**src/dsac_pkg.sv**
```systemverilog
`timescale 1ns / 1ps

package dsac_pkg;

  // Field widths fixed by the interface.
  localparam int HOUR_W   = 5;
  localparam int MINUTE_W = 6;
  localparam int TIME_W   = 11;
  localparam int WAIT_W   = 12;

  // Time constants, in minutes.
  localparam int HOUR_MINUTES = 60;
  localparam int DAY_MINUTES  = 1440;
  localparam int RESULT_CAP   = 2880;

  // Operation codes carried in the op field.
  localparam logic OP_LOAD  = 1'b0;
  localparam logic OP_QUERY = 1'b1;

  typedef struct packed {
    logic                op;
    logic [HOUR_W-1:0]   hour;
    logic [MINUTE_W-1:0] minute;
  } in_word_t;

  typedef struct packed {
    logic [WAIT_W-1:0] minutes_to_next;
    logic              in_interval;
  } out_word_t;

  // Commands from the controller to the datapath.
  typedef struct packed {
    logic load;
    logic start;
    logic scan;
    logic finish;
  } cmd_t;

  // Status from the datapath to the controller.
  typedef struct packed {
    logic done;
    logic out_full;
  } status_t;

endpackage

```
**src/dsac_datapath.sv**
```systemverilog
`timescale 1ns / 1ps

module dsac_datapath #(
  parameter int MAX_TIMES = 16
) (
  input  logic                clk,
  input  logic                rst,
  input  dsac_pkg::in_word_t  in_word,
  input  dsac_pkg::cmd_t      cmd,
  input  logic                out_ready,
  output dsac_pkg::status_t   status,
  output logic                out_valid,
  output dsac_pkg::out_word_t out_word
);

  localparam int AW = (MAX_TIMES > 1) ? $clog2(MAX_TIMES) : 1;
  localparam int CW = $clog2(MAX_TIMES + 1);
  localparam int TW = dsac_pkg::TIME_W;
  localparam int WW = dsac_pkg::WAIT_W;

  // Time table storage, one entry written or read per cycle.
  logic [TW-1:0] mem [MAX_TIMES];

  logic [CW-1:0] count;
  logic [AW-1:0] addr;
  logic [AW-1:0] last_idx;
  logic          issuing;
  logic          rd_valid;
  logic [AW-1:0] rd_idx;
  logic [TW-1:0] rd_data;
  logic [TW-1:0] now_r;
  logic [TW-1:0] start_r;
  logic [TW-1:0] entry0;
  logic          in_pair;
  logic          found;
  logic [WW-1:0] wait_in;
  logic [WW-1:0] wait_st;
  logic [TW-1:0] in_minutes;
  logic          full;
  logic [CW-1:0] last_wide;
  logic signed [WW:0] wrap_sum;
  dsac_pkg::out_word_t result;

  // Minutes since midnight of the incoming word.
  assign in_minutes = TW'(in_word.hour) * TW'(dsac_pkg::HOUR_MINUTES) + TW'(in_word.minute);
  assign full       = (count == CW'(MAX_TIMES));

  // Last entry read in a scan: the end of the last complete pair, or entry 0.
  always_comb begin
    if (count < CW'(2)) begin
      last_wide = '0;
    end else if (count[0]) begin
      last_wide = count - CW'(2);
    end else begin
      last_wide = count - CW'(1);
    end
  end
  assign last_idx = last_wide[AW-1:0];

  // Table write on load and registered read during the scan.
  always_ff @(posedge clk) begin
    if (cmd.load && !full) begin
      mem[count[AW-1:0]] <= in_minutes;
    end
    if (cmd.scan && issuing) begin
      rd_data <= mem[addr];
      rd_idx  <= addr;
    end
  end

  // Entry count and scan sequencing.
  always_ff @(posedge clk) begin
    if (rst) begin
      count    <= '0;
      issuing  <= 1'b0;
      rd_valid <= 1'b0;
      addr     <= '0;
    end else begin
      if (cmd.load && !full) begin
        count <= count + CW'(1);
      end
      if (cmd.start) begin
        issuing  <= 1'b1;
        rd_valid <= 1'b0;
        addr     <= '0;
      end else if (cmd.scan) begin
        rd_valid <= issuing;
        if (issuing) begin
          if (addr == last_idx) begin
            issuing <= 1'b0;
          end else begin
            addr <= addr + AW'(1);
          end
        end
      end
    end
  end

  // Pair evaluation as each entry arrives from the table.
  always_ff @(posedge clk) begin
    if (cmd.start) begin
      now_r   <= in_minutes;
      in_pair <= 1'b0;
      found   <= 1'b0;
    end else if (cmd.scan && rd_valid) begin
      if (rd_idx == '0) begin
        entry0 <= rd_data;
      end
      if (!rd_idx[0]) begin
        start_r <= rd_data;
      end else begin
        if (!in_pair && now_r >= start_r && now_r < rd_data) begin
          in_pair <= 1'b1;
          wait_in <= WW'(rd_data - now_r);
        end
        if (!found && start_r > now_r) begin
          found   <= 1'b1;
          wait_st <= WW'(start_r - now_r);
        end
      end
    end
  end

  // Next-day wrap to entry 0, clamped to the result range.
  assign wrap_sum = $signed((WW+1)'(dsac_pkg::DAY_MINUTES)) + $signed({2'b00, entry0})
                  - $signed({2'b00, now_r});

  always_comb begin
    result = '0;
    if (count == '0) begin
      result.minutes_to_next = WW'(dsac_pkg::DAY_MINUTES);
    end else if (in_pair) begin
      result.minutes_to_next = wait_in;
      result.in_interval     = 1'b1;
    end else if (found) begin
      result.minutes_to_next = wait_st;
    end else if (wrap_sum[WW]) begin
      result.minutes_to_next = '0;
    end else if (wrap_sum > $signed((WW+1)'(dsac_pkg::RESULT_CAP))) begin
      result.minutes_to_next = WW'(dsac_pkg::RESULT_CAP);
    end else begin
      result.minutes_to_next = wrap_sum[WW-1:0];
    end
  end

  // Output register toward the receiver.
  always_ff @(posedge clk) begin
    if (rst) begin
      out_valid <= 1'b0;
    end else if (cmd.finish) begin
      out_valid <= 1'b1;
    end else if (out_ready) begin
      out_valid <= 1'b0;
    end
  end

  always_ff @(posedge clk) begin
    if (cmd.finish) begin
      out_word <= result;
    end
  end

  assign status.done     = !issuing && !rd_valid;
  assign status.out_full = out_valid && !out_ready;

endmodule

```
**src/dsac_ctrl.sv**
```systemverilog
`timescale 1ns / 1ps

module dsac_ctrl (
  input  logic               clk,
  input  logic               rst,
  input  logic               in_valid,
  input  logic               in_op,
  input  dsac_pkg::status_t  status,
  output logic               in_ready,
  output dsac_pkg::cmd_t     cmd
);

  typedef enum logic [2:0] {
    ST_IDLE   = 3'b001,
    ST_SCAN   = 3'b010,
    ST_FINISH = 3'b100
  } state_t;

  state_t state;
  state_t state_next;
  logic   accept;

  assign in_ready = (state == ST_IDLE);
  assign accept   = in_valid && in_ready;

  // Next state and datapath commands.
  always_comb begin
    state_next = state;
    cmd        = '0;
    unique case (state)
      ST_IDLE: begin
        if (accept) begin
          if (in_op == dsac_pkg::OP_QUERY) begin
            cmd.start  = 1'b1;
            state_next = ST_SCAN;
          end else begin
            cmd.load = 1'b1;
          end
        end
      end
      ST_SCAN: begin
        cmd.scan = 1'b1;
        if (status.done) begin
          state_next = ST_FINISH;
        end
      end
      ST_FINISH: begin
        if (!status.out_full) begin
          cmd.finish = 1'b1;
          state_next = ST_IDLE;
        end
      end
      default: begin
        state_next = ST_IDLE;
      end
    endcase
  end

  always_ff @(posedge clk) begin
    if (rst) begin
      state <= ST_IDLE;
    end else begin
      state <= state_next;
    end
  end

endmodule

```
**src/daily_schedule_alarm_calculator.sv**
```systemverilog
`timescale 1ns / 1ps
// Daily schedule alarm calculator.
// Input channel (in_valid/in_ready/in_word): a word with op = load appends
// hour:minute to the time table; a load into a full table is dropped. A word
// with op = query gives the current hour:minute and yields one output word.
// Output channel (out_valid/out_ready/out_word): minutes to the next alarm
// and whether the current time is inside a start/end pair.
// A query reads N table entries between acceptance and the output register,
// where N is every entry up to the end of the last complete pair, or one when
// fewer than two are stored. The single table read port, one entry per cycle,
// sets the scan length; at most MAX_TIMES entries are read.
// Reset empties the table (count to zero); stored times are not cleared.
// The result sits in an output register: loads and a new query are accepted
// while it waits, but a finished query holds until the receiver takes the
// previous word.
module daily_schedule_alarm_calculator #(
  parameter int MAX_TIMES = 16
) (
  input  logic                clk,
  input  logic                rst,
  input  logic                in_valid,
  output logic                in_ready,
  input  dsac_pkg::in_word_t  in_word,
  output logic                out_valid,
  input  logic                out_ready,
  output dsac_pkg::out_word_t out_word
);

  dsac_pkg::cmd_t    cmd;
  dsac_pkg::status_t status;

  dsac_ctrl u_ctrl (
    .clk      (clk),
    .rst      (rst),
    .in_valid (in_valid),
    .in_op    (in_word.op),
    .status   (status),
    .in_ready (in_ready),
    .cmd      (cmd)
  );

  dsac_datapath #(
    .MAX_TIMES (MAX_TIMES)
  ) u_datapath (
    .clk       (clk),
    .rst       (rst),
    .in_word   (in_word),
    .cmd       (cmd),
    .out_ready (out_ready),
    .status    (status),
    .out_valid (out_valid),
    .out_word  (out_word)
  );

endmodule
```
**config.mk**
```make
export PLATFORM = sky130hd
export DESIGN_NAME = daily_schedule_alarm_calculator
export DESIGN_NICKNAME = d
export VERILOG_FILES = /design/src/dsac_pkg.sv /design/src/dsac_datapath.sv /design/src/dsac_ctrl.sv /design/src/daily_schedule_alarm_calculator.sv
export SDC_FILE = /design/constraint.sdc
export NUM_CORES = 1
export LEC_CHECK = 0
export ABC_AREA = 1
export BUFFER_PORTS_ARGS = -buffer_cell sky130_fd_sc_hd__buf_2
export CAP_MARGIN = 20
export CORE_UTILIZATION = 59
export CTS_BUF_LIST = sky130_fd_sc_hd__clkbuf_8
export DETAILED_ROUTE_END_ITERATION = 6
export PLACE_DENSITY = 0.77
export RECOVER_POWER = 50
export SLEW_MARGIN = 20
export SYNTH_ARGS = -nofsm -noshare
export SYNTH_HDL_FRONTEND = slang
export SYNTH_HIERARCHICAL = 1
export SYNTH_SLANG_ARGS = --single-unit
export TNS_END_PERCENT = 5
```
**constraint.sdc**
```tcl
create_clock -name clk -period 3.8 [get_ports clk]
set_clock_uncertainty 0.2 [all_clocks]
set_input_delay 0.38 -clock clk [delete_from_list [all_inputs] [get_ports clk]]
set_output_delay 0.38 -clock clk [all_outputs]
set_load 0.01 [all_outputs]
```
==> results.md <==
* First-pass GRT wire length at 46.1 mm
* Initial antenna violation count at 0
* Startpoint Class: input pin
* Area Growth Syn to Fin at 12.7%
* Max VDD drop at 0.426 mV
* Dpl cells at 1,500
* Required time of the critical path at 3.84 ns
* Fin cells at 1,587
* Bufs and invs on worst path at 3
* Hold Path Class: in2reg
* TNS Setup at 0 ns
* DR vias at 9,133
* Nets at 1,366
* Top-Level Pins at 31
* Final setup viols at 0
* Gr usage total at 0.273
* Routed Antenna Nets at 0
* Lkg Pwr at 5.86 nW
* Number of clock sinks at 278
* Ant diodes at 0
* Crit end category: register
* Pre-antenna DRT Iters at 6
* Routed length per instance at 19.0 um
* CTS max path bufs at 3
* Most common cell in the netlist: edfxtp_1
* Root buf cell: clkbuf_8
* Crit-path max cell delay at 0.60 ns
* Unrepaired setup endpoints after global routing: no
* Critical path, cell by cell: buf_2, fa_1, inv_1, fa_1, fa_1, inv_1, ha_1, nand3_1, and2_1, nand3b_1, nor2_1, nand2_1, xor2_2
* Die area at 22,900 um2
* Predominant post-synthesis flop cell: edfxtp_1
* # fillers at 1,631
* Yosys warning total at 6
* CP max FO at 17
* Syn_area_per_cell at 11.3 um2
* DRT Wirelength at 30.2 mm
* Post-synth ARST share at 0
* Vias in the first global route at 8,813
* Slowest CP cell: xor2_2
* CTS tree: yes
* Crit path kind: in2reg
* Max_cap viols at 1
* Total grt overflow at 0
* Hold Vio Cnt, Final at 0
* Post-synthesis sequential area ratio at 0.621
* Vias/cell at 5.75
* Relative slew margins at -0.266
* Detailed Route Iter0 Violations at 802
* Largest cells by area after synthesis: edfxtp_1 59%, ha_1 6.5%, nand2_1 5.6%
* Number of port buffers at 30
* Row cnt at 54
* Fin crit period at 3.61 ns
* Core area at 21,900 um2
* # H-tree levels at 2
* Clk_lat worst skew at 0.56 ns
* Max-slew violations at 93
* Netlist cell types at 50
* Yosys reg bits at 278
* Pin count of the biggest net entering global routing at 93
* Crit path DAT at 3.64 ns
* Fmax at 0.277 GHz
* Cell family with the largest share of critical-path delay: adder cells
* Die Y-Extent at 151 um
* RePlAce Congestion at 0.939
* Top cells by count, synth: 261 x edfxtp_1, 196 x nand2_1, 109 x inv_1, 101 x nor2_1, 88 x a21oi_1
* Status: finished with violations
* Slew @ Worst Pin at 1.90 ns
* Cell area after synthesis at 13,200 um2
* Ratio of final minimum period to clock period at 0.949
* Dominant cell type by area after synthesis: edfxtp_1
* Post-DP HPWL at 19.8 mm
* Starting Density at 0.602
* Most frequent CP cell: fa_1
* Flop2flop setup slack at 0.36 ns
* DR DRC count at 0
* Yosys top cell area share at 0.595
* Failing checks: capacitance limit, slew limit
* Cells after synthesis at 1,171
* Net count after synthesis at 1,266
* Layout cells sized above 1 at 0.108
* Inserted Clock Buffers at 45
* Power per cell area at 517 nW/um2
* CTS clock-pin slew for the worst setup and hold paths at 0.06 ns
* Die Span X at 151 um
* Number of flops mapped to enable cells by yosys at 261
## per-stage QoR
step           hold WS [ns]  worst slack [ns]  power [W]  cell area [um2]  utilization
2_1_floorplan         0.207           -0.0399    0.00468            13200            -
3_3_place_gp          0.265            -0.626    0.00509            14000        0.638
3_5_place_dp          0.270            -0.734    0.00514            14000        0.638
4_1_cts              0.0125            0.0339    0.00771            14900        0.681
5_1_grt               0.122           0.00110    0.00801            14800        0.678
6_report              0.111             0.195    0.00768            14800        0.678
## kinds of logic after synthesis
group                      synth area share
adders and majority gates            0.0813
and+or+nand+nor                       0.126
AOI/OAI and AO/OA                     0.105
xor gates and xnor gates             0.0225
buffers and inverters                0.0445
DFF                                   0.621
## registers in the layout (all words and copies together), names as in the netlist, 3 cells and up
signal               flops
u_datapath/addr          4
u_datapath/rd_data      11
u_datapath/wait_in      12
u_datapath/rd_idx        4
u_datapath/start_r      11
u_datapath/wait_st      12
u_datapath/now_r        11
u_datapath/count         5
u_datapath/mem         176
u_datapath/out_word     13
u_datapath/entry0       11
u_ctrl/state             3
## layout by cell type (no fill, tap or decap), types with 3 or more instances in the layout
cell type,Yosys,final
nor3_1,11,12
o21a_1,4,4
a21oi_2,7,7
nand2_1,196,196
clkinv_2,0,7
clkbuf_1,25,32
o22ai_1,17,17
clkinv_1,0,11
a221oi_1,15,15
nor2_1,101,101
ha_1,68,68
dlygate4sd3_1,0,3
xor2_2,1,4
o21ai_0,81,85
buf_2,5,13
bufinv_16,0,4
clkbuf_8,0,47
buf_4,2,36
inv_2,8,7
o221ai_1,7,7
a21oi_1,88,88
edfxtp_1,261,261
dfxtp_1,17,17
xnor2_1,11,10
nand4_1,11,11
nand3_1,50,50
o21bai_1,3,3
fa_1,11,11
inv_1,109,123
xor2_1,21,17
nand3b_1,5,5
## timing repair
| item | 4_1_cts | 5_1_grt |
|---|---|---|
| endpoints found under the hold margin | 3 | 0 |
| resized for setup | 3 | 1 |
| setup endpoints to repair | 51 | 17 |
| buffers inserted | 0 | 0 |
| pin swaps | 0 | 1 |
| hold buffers | 3 | 0 |
## power breakdown
part | switching (W) | internal [W]
sequential | 0.0000344 | 0.00372
clock | 0.00115 | 0.00142
combinational | 0.000901 | 0.000452
total | 0.00208 | 0.00560
## worst min-delay path: cells and delay by family
kind          cells  cell delay (ns)
buf+inv           2             0.15
simple gates      4             0.28
## final cells by class
| type | instances | area (um2) | share of cell area |
|---|---|---|---|
| Clock buffer | 47 | 647 | 0.0436 |
| Clock inverter | 36 | 254 | 0.0171 |
| Inverter | 118 | 448 | 0.0302 |
| Multi-Input combinational cell | 742 | 4450 | 0.300 |
| Sequential cell | 278 | 8180 | 0.551 |
| Tap cell | 280 | 350 | 0.0236 |
| Timing Repair Buffer | 86 | 510 | 0.0344 |
## final timing paths
check | from | endpoint | cells past startpoint
min reg2reg | u_datapath/rd_valid | u_datapath/rd_valid | 2
max | in_word[6] | u_datapath/mem[9][10] | 13
min | in_valid | u_ctrl/state[0] | 6
max reg2reg | u_ctrl/state[0] | u_datapath/entry0[10] | 8
## per-layer routing
layer  part of all wire  track usage  up-vias
li1                   -            -     4345
met4              0.038        0.133        0
met5                  0            0        -
met3              0.070       0.0392       91
met2               0.51        0.483      389
met1               0.38        0.325     4308
Power figures use the tool's default switching activity.
